$ cat config.mk
export PLATFORM = sky130hd
export DESIGN_NAME = onewire_bus_master
export DESIGN_NICKNAME = d
export VERILOG_FILES = /design/src/hdl/owm_pkg.sv /design/src/hdl/onewire_bus_master.sv /design/src/hdl/owm_cfg_regs.sv /design/src/hdl/owm_step.sv
export SDC_FILE = /design/constraint.sdc
export NUM_CORES = 1
export LEC_CHECK = 0
export ABC_AREA = 1
export BUFFER_PORTS_ARGS = -buffer_cell sky130_fd_sc_hd__buf_2
export CORE_ASPECT_RATIO = 0.7
export CORE_MARGIN = 8
export CORE_UTILIZATION = 40
export CTS_BUF_LIST = sky130_fd_sc_hd__clkbuf_8 sky130_fd_sc_hd__clkbuf_16
export CTS_CLUSTER_SIZE = 10
export DETAILED_ROUTE_END_ITERATION = 12
export PLACE_DENSITY = 0.65
export SLEW_MARGIN = 20
export SYNTH_ARGS = -nofsm -noshare
export SYNTH_HDL_FRONTEND = slang
export SYNTH_HIERARCHICAL = 1
export SYNTH_SLANG_ARGS = --single-unit
$ cat constraint.sdc
create_clock -name clk -period 3.3 [get_ports clk]
set_input_delay 0.165 -clock clk [delete_from_list [all_inputs] [get_ports clk]]
set_output_delay 0.165 -clock clk [all_outputs]
set_load 0.02 [all_outputs]
$ cat src/hdl/owm_pkg.sv
// Shared types and constants for the 1-Wire bus master.
`timescale 1ns / 1ps

package owm_pkg;

	// Command codes carried on func.
	localparam logic [2:0] FN_RESET      = 3'd0;
	localparam logic [2:0] FN_WRITE_BYTE = 3'd1;
	localparam logic [2:0] FN_READ_BYTE  = 3'd2;
	localparam logic [2:0] FN_WRITE_BIT  = 3'd3;
	localparam logic [2:0] FN_READ_BIT   = 3'd4;
	localparam logic [2:0] FN_WAIT_HIGH  = 3'd5;

	// Timing register indexes.
	localparam logic [2:0] CFG_SHORT_LOW     = 3'd0;
	localparam logic [2:0] CFG_W1_RELEASE    = 3'd1;
	localparam logic [2:0] CFG_W0_LOW        = 3'd2;
	localparam logic [2:0] CFG_W0_RELEASE    = 3'd3;
	localparam logic [2:0] CFG_READ_SAMPLE   = 3'd4;
	localparam logic [2:0] CFG_READ_TAIL     = 3'd5;
	localparam logic [2:0] CFG_RESET_LOW     = 3'd6;
	localparam logic [2:0] CFG_PRESENCE_WAIT = 3'd7;

	localparam int unsigned TICK_W = 10;

	// Bus sequencer phases.
	typedef enum logic [3:0] {
		PH_IDLE      = 4'd0,
		PH_SLOT_LOW  = 4'd1,
		PH_WRITE_REL = 4'd2,
		PH_READ_WAIT = 4'd3,
		PH_READ_TAIL = 4'd4,
		PH_RST_LOW   = 4'd5,
		PH_RST_WAIT  = 4'd6,
		PH_RST_RECOV = 4'd7,
		PH_WAIT_HIGH = 4'd8
	} phase_t;

	// Timing register file contents.
	typedef struct packed {
		logic [TICK_W-1:0] short_low_ticks;
		logic [TICK_W-1:0] write_one_release_ticks;
		logic [TICK_W-1:0] write_zero_low_ticks;
		logic [TICK_W-1:0] write_zero_release_ticks;
		logic [TICK_W-1:0] read_sample_ticks;
		logic [TICK_W-1:0] read_tail_ticks;
		logic [TICK_W-1:0] reset_low_ticks;
		logic [TICK_W-1:0] presence_wait_ticks;
	} cfg_t;

	// Sequencer state held between words.
	typedef struct packed {
		phase_t            phase;
		logic [TICK_W-1:0] tick_count;
		logic [3:0]        bits_left;
		logic [7:0]        shift_byte;
		logic [2:0]        active_func;
		logic [7:0]        read_byte;
		logic              presence_flag;
	} state_t;

	// One input word.
	typedef struct packed {
		logic       go;
		logic [2:0] func;
		logic [7:0] data_in;
		logic       line_sample;
	} item_t;

	// One result word.
	typedef struct packed {
		logic       drive_low;
		logic       busy_res;
		logic       done_res;
		logic [7:0] read_data;
		logic       presence_missing;
	} result_t;

endpackage

$ cat src/hdl/onewire_bus_master.sv
// Top level of the 1-Wire bus master: input register, sequencer state, result register.
`timescale 1ns / 1ps

// Each input word is one bus tick and gives exactly one result word, in order.
// A word passes an input register, one pass of the sequencer step logic, and a
// result register, and its result word is offered from the result register.
// With the output side taking words, one word is accepted every cycle,
// and in_ready falls only while the result register holds a word that is not
// taken. The step logic (window length select, 10-bit tick compare) between
// the two registers sets the clock rate. Timing registers are written through
// cfg_we/cfg_index/cfg_data and should only change while no command runs.
// RESET_RECOVERY_TICKS sets the released time after the presence sample.
module onewire_bus_master #(
	parameter int unsigned RESET_RECOVERY_TICKS = 269
) (
	input  logic        clk,
	input  logic        arst_n,
	input  logic        cfg_we,
	input  logic [2:0]  cfg_index,
	input  logic [9:0]  cfg_data,
	input  logic        in_valid,
	output logic        in_ready,
	input  logic        go,
	input  logic [2:0]  func,
	input  logic [7:0]  data_in,
	input  logic        line_sample,
	output logic        out_valid,
	input  logic        out_ready,
	output logic        drive_low,
	output logic        busy_res,
	output logic        done_res,
	output logic [7:0]  read_data,
	output logic        presence_missing
);

	owm_pkg::cfg_t    cfg;
	owm_pkg::item_t   item_s1;
	logic             valid_s1;
	owm_pkg::state_t  state_q;
	owm_pkg::state_t  state_nxt;
	owm_pkg::result_t res_nxt;
	owm_pkg::result_t res_s2;
	logic             valid_s2;
	logic             advance;

	owm_cfg_regs u_cfg (
		.clk       (clk),
		.arst_n    (arst_n),
		.cfg_we    (cfg_we),
		.cfg_index (cfg_index),
		.cfg_data  (cfg_data),
		.cfg       (cfg)
	);

	// The held word moves on when the result register is empty or being read.
	assign advance  = valid_s1 && (!valid_s2 || out_ready);
	assign in_ready = !valid_s1 || advance;

	// Input register.
	always_ff @(posedge clk or negedge arst_n) begin
		if (!arst_n) begin
			valid_s1 <= 1'b0;
		end else if (in_ready) begin
			valid_s1 <= in_valid;
		end
	end

	always_ff @(posedge clk) begin
		if (in_ready && in_valid) begin
			item_s1.go          <= go;
			item_s1.func        <= func;
			item_s1.data_in     <= data_in;
			item_s1.line_sample <= line_sample;
		end
	end

	owm_step #(
		.RESET_RECOVERY_TICKS (RESET_RECOVERY_TICKS)
	) u_step (
		.cfg  (cfg),
		.cur  (state_q),
		.item (item_s1),
		.nxt  (state_nxt),
		.res  (res_nxt)
	);

	// Sequencer state register, updated once per processed word.
	always_ff @(posedge clk or negedge arst_n) begin
		if (!arst_n) begin
			state_q.phase         <= owm_pkg::PH_IDLE;
			state_q.tick_count    <= '0;
			state_q.bits_left     <= '0;
			state_q.shift_byte    <= '0;
			state_q.active_func   <= owm_pkg::FN_RESET;
			state_q.read_byte     <= '0;
			state_q.presence_flag <= 1'b1;
		end else if (advance) begin
			state_q <= state_nxt;
		end
	end

	// Result register.
	always_ff @(posedge clk or negedge arst_n) begin
		if (!arst_n) begin
			valid_s2 <= 1'b0;
		end else if (advance) begin
			valid_s2 <= 1'b1;
		end else if (out_ready) begin
			valid_s2 <= 1'b0;
		end
	end

	always_ff @(posedge clk) begin
		if (advance) begin
			res_s2 <= res_nxt;
		end
	end

	assign out_valid        = valid_s2;
	assign drive_low        = res_s2.drive_low;
	assign busy_res         = res_s2.busy_res;
	assign done_res         = res_s2.done_res;
	assign read_data        = res_s2.read_data;
	assign presence_missing = res_s2.presence_missing;

endmodule

$ cat src/hdl/owm_cfg_regs.sv
// Timing register file of the 1-Wire bus master.
`timescale 1ns / 1ps

module owm_cfg_regs (
	input  logic                        clk,
	input  logic                        arst_n,
	input  logic                        cfg_we,
	input  logic [2:0]                  cfg_index,
	input  logic [owm_pkg::TICK_W-1:0]  cfg_data,
	output owm_pkg::cfg_t               cfg
);

	owm_pkg::cfg_t cfg_q;

	// Registers come out of reset with standard-speed slot timing.
	always_ff @(posedge clk or negedge arst_n) begin
		if (!arst_n) begin
			cfg_q.short_low_ticks          <= 10'd4;
			cfg_q.write_one_release_ticks  <= 10'd42;
			cfg_q.write_zero_low_ticks     <= 10'd40;
			cfg_q.write_zero_release_ticks <= 10'd7;
			cfg_q.read_sample_ticks        <= 10'd6;
			cfg_q.read_tail_ticks          <= 10'd37;
			cfg_q.reset_low_ticks          <= 10'd315;
			cfg_q.presence_wait_ticks      <= 10'd46;
		end else if (cfg_we) begin
			case (cfg_index)
				owm_pkg::CFG_SHORT_LOW:     cfg_q.short_low_ticks          <= cfg_data;
				owm_pkg::CFG_W1_RELEASE:    cfg_q.write_one_release_ticks  <= cfg_data;
				owm_pkg::CFG_W0_LOW:        cfg_q.write_zero_low_ticks     <= cfg_data;
				owm_pkg::CFG_W0_RELEASE:    cfg_q.write_zero_release_ticks <= cfg_data;
				owm_pkg::CFG_READ_SAMPLE:   cfg_q.read_sample_ticks        <= cfg_data;
				owm_pkg::CFG_READ_TAIL:     cfg_q.read_tail_ticks          <= cfg_data;
				owm_pkg::CFG_RESET_LOW:     cfg_q.reset_low_ticks          <= cfg_data;
				owm_pkg::CFG_PRESENCE_WAIT: cfg_q.presence_wait_ticks      <= cfg_data;
				default: ;
			endcase
		end
	end

	assign cfg = cfg_q;

endmodule

$ cat src/hdl/owm_step.sv
// Next-state and result logic for one bus tick of the 1-Wire master.
`timescale 1ns / 1ps

module owm_step #(
	parameter int unsigned RESET_RECOVERY_TICKS = 269
) (
	input  owm_pkg::cfg_t    cfg,
	input  owm_pkg::state_t  cur,
	input  owm_pkg::item_t   item,
	output owm_pkg::state_t  nxt,
	output owm_pkg::result_t res
);

	localparam logic [owm_pkg::TICK_W-1:0] RECOV_LEN =
		owm_pkg::TICK_W'(RESET_RECOVERY_TICKS);

	always_comb begin
		logic                         start;
		logic                         is_rd;
		logic                         drive;
		logic                         done;
		logic [owm_pkg::TICK_W-1:0]   len;
		logic [owm_pkg::TICK_W-1:0]   tc_inc;

		nxt   = cur;
		drive = 1'b0;
		done  = 1'b0;

		// Command start: the start tick is already the first tick of the command.
		start = (cur.phase == owm_pkg::PH_IDLE) && item.go &&
			(item.func <= owm_pkg::FN_WAIT_HIGH);
		if (start) begin
			nxt.active_func = item.func;
			nxt.tick_count  = '0;
			case (item.func)
				owm_pkg::FN_RESET: begin
					nxt.phase = owm_pkg::PH_RST_LOW;
				end
				owm_pkg::FN_WRITE_BYTE: begin
					nxt.shift_byte = item.data_in;
					nxt.bits_left  = 4'd8;
					nxt.phase      = owm_pkg::PH_SLOT_LOW;
				end
				owm_pkg::FN_READ_BYTE: begin
					nxt.shift_byte = 8'h00;
					nxt.bits_left  = 4'd8;
					nxt.phase      = owm_pkg::PH_SLOT_LOW;
				end
				owm_pkg::FN_WRITE_BIT: begin
					nxt.shift_byte = {7'd0, item.data_in[0]};
					nxt.bits_left  = 4'd1;
					nxt.phase      = owm_pkg::PH_SLOT_LOW;
				end
				owm_pkg::FN_READ_BIT: begin
					nxt.shift_byte = 8'h00;
					nxt.bits_left  = 4'd1;
					nxt.phase      = owm_pkg::PH_SLOT_LOW;
				end
				default: begin
					nxt.phase = owm_pkg::PH_WAIT_HIGH;
				end
			endcase
		end

		is_rd = (nxt.active_func == owm_pkg::FN_READ_BYTE) ||
			(nxt.active_func == owm_pkg::FN_READ_BIT);

		// Length of the current timing window.
		case (nxt.phase)
			owm_pkg::PH_SLOT_LOW:
				len = (is_rd || nxt.shift_byte[0]) ? cfg.short_low_ticks
					: cfg.write_zero_low_ticks;
			owm_pkg::PH_WRITE_REL:
				len = nxt.shift_byte[0] ? cfg.write_one_release_ticks
					: cfg.write_zero_release_ticks;
			owm_pkg::PH_READ_WAIT: len = cfg.read_sample_ticks;
			owm_pkg::PH_READ_TAIL: len = cfg.read_tail_ticks;
			owm_pkg::PH_RST_LOW:   len = cfg.reset_low_ticks;
			owm_pkg::PH_RST_WAIT:  len = cfg.presence_wait_ticks;
			owm_pkg::PH_RST_RECOV: len = RECOV_LEN;
			default:               len = owm_pkg::TICK_W'(1);
		endcase

		tc_inc = nxt.tick_count + owm_pkg::TICK_W'(1);

		if (nxt.phase == owm_pkg::PH_WAIT_HIGH) begin
			// Conversion poll: finish on the first high line, never drive.
			if (item.line_sample) begin
				nxt.phase = owm_pkg::PH_IDLE;
				done      = 1'b1;
			end
		end else if (nxt.phase != owm_pkg::PH_IDLE) begin
			drive = (nxt.phase == owm_pkg::PH_SLOT_LOW) ||
				(nxt.phase == owm_pkg::PH_RST_LOW);

			// Sample the line on the first tick of the read tail or recovery.
			if (nxt.tick_count == '0) begin
				if (nxt.phase == owm_pkg::PH_READ_TAIL)
					nxt.shift_byte = {item.line_sample, nxt.shift_byte[7:1]};
				else if (nxt.phase == owm_pkg::PH_RST_RECOV)
					nxt.presence_flag = item.line_sample;
			end

			// Window end advances the phase; otherwise keep counting.
			if (tc_inc >= len) begin
				nxt.tick_count = '0;
				case (nxt.phase)
					owm_pkg::PH_SLOT_LOW: begin
						nxt.phase = is_rd ? owm_pkg::PH_READ_WAIT : owm_pkg::PH_WRITE_REL;
					end
					owm_pkg::PH_READ_WAIT: begin
						nxt.phase = owm_pkg::PH_READ_TAIL;
					end
					owm_pkg::PH_WRITE_REL,
					owm_pkg::PH_READ_TAIL: begin
						nxt.bits_left = nxt.bits_left - 4'd1;
						if (!is_rd)
							nxt.shift_byte = {1'b0, nxt.shift_byte[7:1]};
						if (nxt.bits_left == 4'd0) begin
							if (is_rd)
								nxt.read_byte = nxt.shift_byte;
							nxt.phase = owm_pkg::PH_IDLE;
							done      = 1'b1;
						end else begin
							nxt.phase = owm_pkg::PH_SLOT_LOW;
						end
					end
					owm_pkg::PH_RST_LOW: begin
						nxt.phase = owm_pkg::PH_RST_WAIT;
					end
					owm_pkg::PH_RST_WAIT: begin
						nxt.phase = owm_pkg::PH_RST_RECOV;
					end
					default: begin
						nxt.phase = owm_pkg::PH_IDLE;
						done      = 1'b1;
					end
				endcase
			end else begin
				nxt.tick_count = tc_inc;
			end
		end

		res.drive_low        = drive;
		res.busy_res         = (nxt.phase != owm_pkg::PH_IDLE);
		res.done_res         = done;
		res.read_data        = nxt.read_byte;
		res.presence_missing = nxt.presence_flag;
	end

endmodule

# Yosys cells after proc, flatten, opt, wreduce, memory -nomap -nowiden
# Cells that the tools add are included.
word_totals:
  out_inout_bits: 14
  latch_bits: 0
  in_bits: 31
  ramBits: 0
  register_bits: 145
  romBits: 0
  mem_count: 0
  wordCells: 120
op_classes:
  n_mux: 37
  multipliers: 0
  shift: 0
  bitwise_logic: 1
  n_eq_ne: 21
  n_addsub: 2
  reduce_logical: 31
  n_lt_le_gt_ge: 2
  div_mod_pow: 0
ops:
  columns: ["cell", "n"]
  rows:
  - ["$pmux W10 S7", 1]
  - ["$mux W8", 7]
  - ["$pmux W12 S4", 1]
  - ["$mux W10", 3]
  - ["$mux W29", 1]
  - ["$mux W26", 1]
  - ["$mux W12", 2]
  - ["$mux W22", 1]
  - ["$pmux W4 S5", 1]
  - ["$eq A3 B3 Y1 const B", 6]
  - ["$mux W9", 2]
  - ["$eq A4 B3 Y1 const B", 4]
  - ["$reduce_and A2 Y1", 8]
  - ["$eq A3 B2 Y1 const B", 5]
  - ["$mux W1", 12]
  - ["$mux W4", 3]
  - ["$add A10 B1 Y10 const B", 1]
  - ["$ge A10 B10 Y1", 1]
  - ["$logic_not A10 Y1", 1]
  - ["$eq A4 B2 Y1 const B", 2]
  - ["$logic_not A4 Y1", 2]
  - ["$pmux W4 S2", 1]
  - ["$reduce_bool A4 Y1", 2]
  - ["$reduce_or A4 Y1", 2]
  - ["13 further kinds", 24]

# Depth between registers and ports, before layout
# Gate-level depths: netlist (run 1).
depth:
  word_depth: 14
  depth_mapped: 29
  ltp_nobuf: 28

# Modules after synthesis
# The synthesis (run 1) kept the hierarchy.
by_module_without_submodules:
  columns: ["mod", "seq_area_each_um2", "cells_per_inst", "n_inst", "area_per_inst_um2"]
  rows:
  - ["owm_cfg_regs", 2031.9, 365, 1, 3310.7]
  - ["owm_step", 0.0, 515, 1, 2534.9]
  - ["onewire_bus_master", 1752.9, 200, 1, 2333.5]

# Least setup slack after synthesis (run 1)
# No wires, ideal clock.
synth_timing:
  path_kind: "reg-to-reg"
  startpoint: "register state_q[34] (netlist bit)"
  endpoint: "register res_s2, in the netlist read_data[4], data pin"
  path_stages_with_launch: 24
  required_ps: 3049
  setup_slack_ps: -336
  period_less_slack_ps: 3636
  n_path_buf: 3
  arrival_ps: 3385
  setup_time_ps: 251
  cell_sequence: "dfrtp_1 -> inv_1 -> nand3_2 -> nor2_4 -> buf_6 -> nor2_1 -> ha_1 -> nand4_1 -> nor2_1 -> nand4_1 -> or2_2 -> and2_1 -> ha_1 -> nand2_1 -> nor2_1 -> o211ai_1 -> nand3_1 -> nor2_1 -> a21oi_1 -> nand4_2 -> buf_6 -> nand2_1 -> o21ai_2 -> buf_4"
synth_rtl:
  columns: ["item", "line_no", "text"]
  rows:
  - ["start, declared", "onewire_bus_master.sv:39", "owm_pkg::state_t state_q;"]
  - ["start signal, assigned", "onewire_bus_master.sv:98", "state_q <= state_nxt;"]
  - ["end signal, assigned", "onewire_bus_master.sv:115", "res_s2 <= res_nxt;"]
  - ["end, declared", "onewire_bus_master.sv:42", "owm_pkg::result_t res_s2;"]

==> run_summary.xml, run 1 <==
<?xml version="1.0" encoding="UTF-8"?>
<metrics>
  <group name="synthesis">
    <metric name="synth_cells" unit="">1080</metric>
    <metric name="syn_nets" unit="">1125</metric>
    <metric name="synth_cell_types" unit="">43</metric>
    <metric name="synth-async-reset-ratio" unit="">0.828</metric>
    <metric name="postSynth.topFlopCell" unit="">sky130_fd_sc_hd__dfrtp_1</metric>
    <metric name="yosysSeqAreaShare" unit="">0.463</metric>
    <metric name="synth-edff-count" unit="">25</metric>
    <metric name="synth.ff_latch_count" unit="">145</metric>
    <metric name="syn_area_per_cell" unit="um2">7.57</metric>
    <metric name="synthesis.yosys.warnings" unit="">6</metric>
    <metric name="netlist_area" unit="um2">8180</metric>
  </group>
  <group name="drt">
    <metric name="drt-pass1-iter-count" unit="">5</metric>
    <metric name="initialDrtViolationCount" unit="">779</metric>
    <metric name="routed_wire_length_per_instance" unit="um">16.0</metric>
    <metric name="detailroute.via_count" unit="">7598</metric>
    <metric name="drc" unit="">0</metric>
    <metric name="routed_wl" unit="mm">24.0</metric>
    <metric name="route.detailed.vias_per_inst" unit="">5.06</metric>
    <metric name="count_of_antenna_violating_nets_left_after_detailed_routing" unit="">0</metric>
  </group>
  <group name="timing">
    <metric name="slew_violations" unit="">0</metric>
    <metric name="postLayoutSetupSlackWorst" unit="ns">-0.410</metric>
    <metric name="timing.slew.headroom" unit="">0.425</metric>
    <metric name="fmaxAchievable" unit="GHz">0.270</metric>
    <metric name="finalClockSkew" unit="ns">0.00972</metric>
    <metric name="finalHoldViolations" unit="">0</metric>
    <metric name="timing.hold.ws" unit="ns">0.0213</metric>
    <metric name="final.min_clock_period" unit="ns">3.71</metric>
    <metric name="max_slew.worst_pin.slew" unit="ns">0.862</metric>
    <metric name="final_setup_violation_count" unit="">44</metric>
    <metric name="rsz0062_at_grt" unit="">true</metric>
    <metric name="finalCritPeriodShare" unit="">1.12</metric>
  </group>
  <group name="power">
    <metric name="internal_power" unit="mW">5.04</metric>
    <metric name="p_clk_frac" unit="">0.219</metric>
    <metric name="power_per_cell_area" unit="nW/um2">826</metric>
    <metric name="pwr-share-seq" unit="">0.282</metric>
    <metric name="power.switching" unit="mW">3.61</metric>
    <metric name="power.switching_fraction" unit="">0.417</metric>
    <metric name="p_leak" unit="nW">5.35</metric>
    <metric name="share_comb_of_total_power" unit="">0.499</metric>
    <metric name="irDropWorstVdd" unit="uV">494</metric>
  </group>
  <group name="flow_run">
    <metric name="cap_violations" unit="">0</metric>
  </group>
  <group name="clock_network">
    <metric name="cts.sinks" unit="">145</metric>
    <metric name="tritoncts" unit="">built</metric>
    <metric name="htreeDepth" unit="">4</metric>
    <metric name="worst_skew_pair.late_latency" unit="ns">0.43</metric>
    <metric name="total_cts_buffers" unit="">17</metric>
    <metric name="number_of_buffers_between_clock_root_and_the_deepest_sink" unit="">2</metric>
    <metric name="clkSlewWorstSetupHoldPaths" unit="ns">0.06</metric>
    <metric name="cts_root_buffer" unit="">sky130_fd_sc_hd__clkbuf_16</metric>
  </group>
  <group name="layout">
    <metric name="utilization" unit="">0.526</metric>
    <metric name="multiInputGateArea" unit="um2">4180</metric>
    <metric name="sequential_cell_area" unit="um2">3790</metric>
    <metric name="finalInstanceArea" unit="um2">10500</metric>
    <metric name="layout-drive-gt1-share" unit="">0.291</metric>
    <metric name="nNetsFinal" unit="">1265</metric>
    <metric name="areaGrowthSynthToFinish" unit="%">28.1</metric>
    <metric name="num-fill-cells" unit="">1868</metric>
    <metric name="antenna_cells" unit="">0</metric>
  </group>
  <group name="die">
    <metric name="die-width" unit="um">187</metric>
    <metric name="i_o_pin_count" unit="">45</metric>
    <metric name="placeableCoreArea" unit="um2">19900</metric>
    <metric name="start_util" unit="">0.411</metric>
    <metric name="fp.dieArea" unit="um2">25400</metric>
    <metric name="die-height" unit="um">136</metric>
    <metric name="std_cell_rows" unit="">43</metric>
  </group>
  <group name="placed_design">
    <metric name="finalWeightedCongestion" unit="">0.940</metric>
    <metric name="place_ws" unit="ns">-0.548</metric>
    <metric name="detailed_place_hpwl" unit="mm">16.5</metric>
    <metric name="place.port_buffers" unit="">44</metric>
    <metric name="placement.cell_area" unit="um2">9190</metric>
  </group>
  <group name="worst_setup_path">
    <metric name="critPathRequiredTime" unit="ns">3.67</metric>
    <metric name="critical_path_class" unit="">reg -&gt; reg</metric>
    <metric name="crit_fanout" unit="">5</metric>
    <metric name="crit_path_start_kind" unit="">flop</metric>
    <metric name="worst-endpoint-arrival" unit="ns">4.08</metric>
    <metric name="r2r.worst_path.cells" unit="">26</metric>
    <metric name="end_kind" unit="">flop</metric>
  </group>
  <group name="global_routing">
    <metric name="overall_overflow_remaining_after_global_route" unit="">0</metric>
    <metric name="largest_net_degree_at_the_start_of_global_routing" unit="">68</metric>
    <metric name="grt.total_usage" unit="">0.189</metric>
    <metric name="grt_antenna_before_repair" unit="">0</metric>
    <metric name="wire_length_of_the_first_global_routing_pass" unit="mm">38.4</metric>
    <metric name="vias_in_the_first_global_route" unit="">7141</metric>
  </group>
  <group name="worst_hold_path">
    <metric name="worstHoldPathCells" unit="">3</metric>
    <metric name="hold_path.class" unit="">in -&gt; reg</metric>
  </group>
  <group name="run_status">
    <metric name="violations" unit="">setup timing</metric>
    <metric name="result_of_the_run" unit="">finished with violations</metric>
  </group>
</metrics>
-- synthesized netlist by cell type, types with 4 or more instances --
| cell | number | area (um2) |
|---|---|---|
| sky130_fd_sc_hd__buf_2 | 22 | 110 |
| sky130_fd_sc_hd__o22ai_1 | 8 | 50.1 |
| sky130_fd_sc_hd__buf_6 | 8 | 90.1 |
| sky130_fd_sc_hd__a21oi_1 | 15 | 75.1 |
| sky130_fd_sc_hd__dfrtp_1 | 95 | 2380 |
| sky130_fd_sc_hd__buf_4 | 15 | 113 |
| sky130_fd_sc_hd__o21ai_1 | 16 | 80.1 |
| sky130_fd_sc_hd__o21ai_0 | 30 | 150 |
| sky130_fd_sc_hd__inv_1 | 67 | 251 |
| sky130_fd_sc_hd__dfstp_2 | 25 | 657 |
| sky130_fd_sc_hd__ha_1 | 14 | 175 |
| sky130_fd_sc_hd__edfxtp_1 | 25 | 751 |
| sky130_fd_sc_hd__nand2_4 | 4 | 45.0 |
| sky130_fd_sc_hd__o21ai_2 | 9 | 78.8 |
| sky130_fd_sc_hd__nor2_1 | 71 | 267 |
| sky130_fd_sc_hd__nor2_2 | 11 | 68.8 |
| sky130_fd_sc_hd__nand3_2 | 8 | 80.1 |
| sky130_fd_sc_hd__nand2_2 | 16 | 100 |
| sky130_fd_sc_hd__nand3_1 | 91 | 455 |
| sky130_fd_sc_hd__nor2_4 | 4 | 45.0 |
| sky130_fd_sc_hd__inv_2 | 11 | 41.3 |
| sky130_fd_sc_hd__xor2_1 | 6 | 52.6 |
| sky130_fd_sc_hd__nand4_1 | 11 | 68.8 |
| sky130_fd_sc_hd__nand2_1 | 470 | 1760 |
-- placed cells by master (no fill, tap or decap), types with 12 or more instances in the layout --
master                            n
sky130_fd_sc_hd__nand2_1        437
sky130_fd_sc_hd__nor2_4          15
sky130_fd_sc_hd__clkbuf_16       18
sky130_fd_sc_hd__dfrtp_1         94
sky130_fd_sc_hd__nand2_2         38
sky130_fd_sc_hd__o21ai_0         19
sky130_fd_sc_hd__nand3_2         12
sky130_fd_sc_hd__inv_1           63
sky130_fd_sc_hd__dlygate4sd3_1   14
sky130_fd_sc_hd__nor2_2          19
sky130_fd_sc_hd__buf_2           45
sky130_fd_sc_hd__inv_2           13
sky130_fd_sc_hd__dfstp_2         25
sky130_fd_sc_hd__nand3_1         86
sky130_fd_sc_hd__edfxtp_1        25
sky130_fd_sc_hd__ha_1            12
sky130_fd_sc_hd__o21ai_1         25
sky130_fd_sc_hd__buf_4           94
sky130_fd_sc_hd__nor2_1          54
sky130_fd_sc_hd__a21oi_1         12
sky130_fd_sc_hd__nand2_4         14
-- cell type report --
type | count | area share
multi-input cells | 809 | 0.399
flip-flops and latches | 145 | 0.361
repair buffers | 169 | 0.124
clock buffers | 17 | 0.0406
well taps | 270 | 0.0323
inverters | 78 | 0.0293
clock inverters | 15 | 0.0135
-- metrics by stage --
stage / TNS [ns] / instances / power [mW]
final: -13.24 / 1503 / 8.66
after global routing: -22.63 / 1503 / 9.20
after CTS: -10.00 / 1500 / 8.31
after detailed placement: -19.53 / 1437 / 5.85
after global placement: -16.20 / 1437 / 5.79
after floorplan: 0 / 1080 / 4.61
-- state kept, by name, summed over array words and instances (netlist names), 8 cells and up --
signal	cells
u_cfg/cfg	80
state_q	38
item_s1	13
read_data	8
-- logic make-up after synthesis --
group | count (synthesis) | share of synthesized area
fa+ha+maj | 14 | 0.0214
compound gates | 90 | 0.0665
simple gates | 697 | 0.365
xor+xnor | 6 | 0.00642
buf+inv | 128 | 0.0776
flops | 145 | 0.463
-- routing by layer --
layer	global-route usage	share of wire	up-vias
met2	0.275	0.43	241
met3	0.0448	0.072	27
met4	0.0413	0.011	0
met1	0.280	0.49	3613
met5	0	0	-
li1	-	-	3717
-- worst max-delay path, cell delays in order (launching register included) --
cell                        delay [ns]
sky130_fd_sc_hd__edfxtp_1         0.42
sky130_fd_sc_hd__nand2_1          0.09
sky130_fd_sc_hd__nand2_2          0.10
sky130_fd_sc_hd__nor2_4           0.06
sky130_fd_sc_hd__buf_6            0.13
sky130_fd_sc_hd__buf_12           0.13
sky130_fd_sc_hd__a21oi_4          0.14
sky130_fd_sc_hd__nand2_2          0.09
sky130_fd_sc_hd__nor2_4           0.21
sky130_fd_sc_hd__clkbuf_16        0.18
sky130_fd_sc_hd__nand2_1          0.04
sky130_fd_sc_hd__nand2_1          0.07
sky130_fd_sc_hd__nor2_1           0.05
sky130_fd_sc_hd__o21ai_1          0.15
sky130_fd_sc_hd__nor2_1           0.10
sky130_fd_sc_hd__ha_1             0.28
sky130_fd_sc_hd__nand2_1          0.09
sky130_fd_sc_hd__o21ai_1          0.15
sky130_fd_sc_hd__nand2_1          0.09
sky130_fd_sc_hd__nand3_1          0.13
sky130_fd_sc_hd__nor2_4           0.07
sky130_fd_sc_hd__a21oi_2          0.17
sky130_fd_sc_hd__nand4_4          0.16
sky130_fd_sc_hd__buf_6            0.19
sky130_fd_sc_hd__o21ai_4          0.16
sky130_fd_sc_hd__nand3_2          0.09
sky130_fd_sc_hd__nand2_1          0.09
-- power groups by stage --
stage | Clock, mW | Sequential, mW | Combinational [mW]
floorplan | 0 | 2.46 | 2.16
global placement | 0 | 2.46 | 3.34
detailed placement | 0 | 2.46 | 3.40
CTS | 1.92 | 2.44 | 3.95
global route | 2.00 | 2.48 | 4.71
finish | 1.90 | 2.44 | 4.32
-- repair_timing --
action,CTS,global route
gates cloned,4,1
setup endpoints to repair,44,44
resized for setup,82,35
pin swaps,56,27
endpoints found under the hold margin,61,0
hold buffers,14,0
buffers inserted,13,2
-- worst paths after layout --
kind | to | from | slack [ns]
setup / recovery | state_q[4] | item_s1[10] | -0.41
hold / removal | valid_s1 | in_valid | 0.02
setup reg to reg | state_q[4] | item_s1[10] | -0.41
hold reg to reg | state_q[0] | state_q[0] | 0.46
max in group asynchronous | u_cfg/cfg[40] | arst_n | 2.07
min in group asynchronous | state_q[32] | arst_n | 0.36
Power figures use the tool's default switching activity.
==> inputs of run 2 (changes only) <==
Settings changed: CTS_BUF_LIST sky130_fd_sc_hd__clkbuf_8 sky130_fd_sc_hd__clkbuf_16 to unset.
==> run 2 against run 1 <==
Against the previous run: the run still ends with setup timing left; utilization stayed put; sequential power hardly changed; sequential share of layout area unchanged; routed wire length up 0.30%; largest power group unchanged.
==> run_summary.xml, run 2 (synthesis results as in run 1) <==
<?xml version="1.0" encoding="UTF-8"?>
<metrics>
  <group name="global_routing">
    <metric name="overall_overflow_remaining_after_global_route" unit="">0</metric>
    <metric name="grt.total_usage" unit="">0.189</metric>
    <metric name="wire_length_of_the_first_global_routing_pass" unit="mm">38.4</metric>
    <metric name="grt_antenna_before_repair" unit="">0</metric>
    <metric name="vias_in_the_first_global_route" unit="">7141</metric>
    <metric name="largest_net_degree_at_the_start_of_global_routing" unit="">68</metric>
  </group>
  <group name="power">
    <metric name="p_leak" unit="nW">5.33</metric>
    <metric name="power.switching" unit="mW">3.62</metric>
    <metric name="p_clk_frac" unit="">0.220</metric>
    <metric name="fin_total_pwr" unit="mW">8.68</metric>
    <metric name="power_per_cell_area" unit="nW/um2">828</metric>
    <metric name="internal_power" unit="mW">5.05</metric>
    <metric name="share_comb_of_total_power" unit="">0.498</metric>
    <metric name="pwr-share-seq" unit="">0.281</metric>
    <metric name="irDropWorstVdd" unit="uV">496</metric>
    <metric name="power.switching_fraction" unit="">0.418</metric>
  </group>
  <group name="layout">
    <metric name="num-fill-cells" unit="">1868</metric>
    <metric name="antenna_cells" unit="">0</metric>
    <metric name="finalInstanceArea" unit="um2">10500</metric>
    <metric name="final_common_cell" unit="">sky130_fd_sc_hd__nand2_1</metric>
    <metric name="layout-drive-gt1-share" unit="">0.291</metric>
    <metric name="multiInputGateArea" unit="um2">4180</metric>
    <metric name="areaGrowthSynthToFinish" unit="%">28.1</metric>
    <metric name="nNetsFinal" unit="">1265</metric>
    <metric name="largest_register_ffs" unit="">80</metric>
    <metric name="utilization" unit="">0.526</metric>
    <metric name="post_layout_nonfiller_instances" unit="">1503</metric>
    <metric name="sequential_cell_area" unit="um2">3790</metric>
    <metric name="final_cell_mix" unit="">sky130_fd_sc_hd__nand2_1 (437), sky130_fd_sc_hd__buf_4 (94), sky130_fd_sc_hd__dfrtp_1 (94)</metric>
  </group>
  <group name="clock_network">
    <metric name="cts_root_buffer" unit="">sky130_fd_sc_hd__clkbuf_16</metric>
    <metric name="number_of_buffers_between_clock_root_and_the_deepest_sink" unit="">2</metric>
    <metric name="worst_skew_pair.late_latency" unit="ns">0.43</metric>
    <metric name="clkSlewWorstSetupHoldPaths" unit="ns">0.06</metric>
    <metric name="cts.sinks" unit="">145</metric>
    <metric name="htreeDepth" unit="">4</metric>
    <metric name="tritoncts" unit="">built</metric>
    <metric name="total_cts_buffers" unit="">17</metric>
  </group>
  <group name="timing">
    <metric name="final_setup_violation_count" unit="">44</metric>
    <metric name="final.min_clock_period" unit="ns">3.70</metric>
    <metric name="timing.slew.headroom" unit="">0.428</metric>
    <metric name="timing.hold.ws" unit="ns">0.0235</metric>
    <metric name="finalClockSkew" unit="ns">0.0100</metric>
    <metric name="fin_tns_setup" unit="ns">-13.23</metric>
    <metric name="slew_violations" unit="">0</metric>
    <metric name="finalHoldViolations" unit="">0</metric>
    <metric name="postLayoutSetupSlackWorst" unit="ns">-0.403</metric>
    <metric name="max_slew.worst_pin.slew" unit="ns">0.857</metric>
    <metric name="finalCritPeriodShare" unit="">1.12</metric>
    <metric name="rsz0062_at_grt" unit="">true</metric>
    <metric name="fmaxAchievable" unit="GHz">0.270</metric>
  </group>
  <group name="die">
    <metric name="i_o_pin_count" unit="">45</metric>
    <metric name="placeableCoreArea" unit="um2">19900</metric>
    <metric name="start_util" unit="">0.411</metric>
    <metric name="fp.dieArea" unit="um2">25400</metric>
    <metric name="std_cell_rows" unit="">43</metric>
    <metric name="die-width" unit="um">187</metric>
    <metric name="die-height" unit="um">136</metric>
  </group>
  <group name="drt">
    <metric name="drc" unit="">0</metric>
    <metric name="count_of_antenna_violating_nets_left_after_detailed_routing" unit="">0</metric>
    <metric name="detailroute.via_count" unit="">7614</metric>
    <metric name="routed_wire_length_per_instance" unit="um">16.0</metric>
    <metric name="drt-pass1-iter-count" unit="">8</metric>
    <metric name="initialDrtViolationCount" unit="">778</metric>
    <metric name="route.detailed.vias_per_inst" unit="">5.07</metric>
    <metric name="routed_wl" unit="mm">24.1</metric>
  </group>
  <group name="worst_setup_path">
    <metric name="critical-path-max-stage-delay" unit="ns">0.42</metric>
    <metric name="end_kind" unit="">flop</metric>
    <metric name="critical_path_class" unit="">reg -&gt; reg</metric>
    <metric name="timing.critical_path.mode_cell" unit="">sky130_fd_sc_hd__nand2_1</metric>
    <metric name="top_cell_family_by_delay_on_the_critical_path" unit="">simple AND/OR/NAND/NOR gates</metric>
    <metric name="worst-endpoint-arrival" unit="ns">4.07</metric>
    <metric name="crit_fanout" unit="">5</metric>
    <metric name="worst_path_max_delay_cell" unit="">sky130_fd_sc_hd__edfxtp_1</metric>
    <metric name="critPathRequiredTime" unit="ns">3.67</metric>
    <metric name="crit_path_start_kind" unit="">flop</metric>
    <metric name="worst-path-buf-inv" unit="">4</metric>
  </group>
  <group name="flow_run">
    <metric name="cap_violations" unit="">0</metric>
  </group>
  <group name="placed_design">
    <metric name="detailed_place_hpwl" unit="mm">16.5</metric>
    <metric name="place.port_buffers" unit="">44</metric>
    <metric name="place_ws" unit="ns">-0.548</metric>
    <metric name="placement.cell_area" unit="um2">9190</metric>
    <metric name="finalWeightedCongestion" unit="">0.940</metric>
    <metric name="place.detailed.instances" unit="">1437</metric>
  </group>
  <group name="run_status">
    <metric name="violations" unit="">setup timing</metric>
    <metric name="result_of_the_run" unit="">finished with violations</metric>
  </group>
  <group name="worst_hold_path">
    <metric name="hold_path.class" unit="">in -&gt; reg</metric>
  </group>
</metrics>
-- run 2: final timing paths --
kind,start,endpoint,slack [ns],cells after the start
max,item_s1[10],state_q[4],-0.40,26
min,in_valid,valid_s1,0.02,3
max reg2reg,item_s1[10],state_q[4],-0.40,26
min reg2reg,state_q[0],state_q[0],0.46,2
max in group asynchronous,arst_n,u_cfg/cfg[40],2.07,3
min in group asynchronous,arst_n,state_q[32],0.36,2
-- run 2: what timing repair did --
action / CTS / global route
setup buffers: 13 / 2
resized for setup: 82 / 35
pin swaps: 56 / 27
endpoints found under the setup margin: 44 / 44
hold endpoints to repair: 61 / 0
gates cloned: 4 / 1
hold buffers: 14 / 0
-- run 2: cell type report --
type                            instances  area share
Clock buffer                           20      0.0417
Clock inverter                         12      0.0124
Inverter                               78      0.0293
Multi-Input combinational cell        809       0.399
Sequential cell                       145       0.361
Tap cell                              270      0.0323
Timing Repair Buffer                  169       0.124
-- run 2: worst reg2reg max path: stages (launching register included) --
cell	delay [ns]
sky130_fd_sc_hd__edfxtp_1	0.42
sky130_fd_sc_hd__nand2_1	0.09
sky130_fd_sc_hd__nand2_2	0.10
sky130_fd_sc_hd__nor2_4	0.06
sky130_fd_sc_hd__buf_6	0.13
sky130_fd_sc_hd__buf_12	0.13
sky130_fd_sc_hd__a21oi_4	0.14
sky130_fd_sc_hd__nand2_2	0.09
sky130_fd_sc_hd__nor2_4	0.21
sky130_fd_sc_hd__clkbuf_16	0.18
sky130_fd_sc_hd__nand2_1	0.04
sky130_fd_sc_hd__nand2_1	0.07
sky130_fd_sc_hd__nor2_1	0.05
sky130_fd_sc_hd__o21ai_1	0.15
sky130_fd_sc_hd__nor2_1	0.10
sky130_fd_sc_hd__ha_1	0.28
sky130_fd_sc_hd__nand2_1	0.09
sky130_fd_sc_hd__o21ai_1	0.15
sky130_fd_sc_hd__nand2_1	0.09
sky130_fd_sc_hd__nand3_1	0.13
sky130_fd_sc_hd__nor2_4	0.07
sky130_fd_sc_hd__a21oi_2	0.17
sky130_fd_sc_hd__nand4_4	0.16
sky130_fd_sc_hd__buf_6	0.19
sky130_fd_sc_hd__o21ai_4	0.16
sky130_fd_sc_hd__nand3_2	0.09
sky130_fd_sc_hd__nand2_1	0.09
-- run 2: power by group through the flow --
stage | Combinational, mW | Sequential, mW | Clock (mW)
6_report | 4.32 | 2.44 | 1.91
3_3_place_gp | 3.34 | 2.46 | 0
5_1_grt | 4.71 | 2.48 | 2.01
2_1_floorplan | 2.16 | 2.46 | 0
4_1_cts | 3.95 | 2.44 | 1.93
3_5_place_dp | 3.40 | 2.46 | 0
-- run 2: per-layer routing --
metal	global-route usage	wire (um)
met2	0.275	10200
met4	0.0413	284
met1	0.280	11800
met5	0	0
met3	0.0448	1690
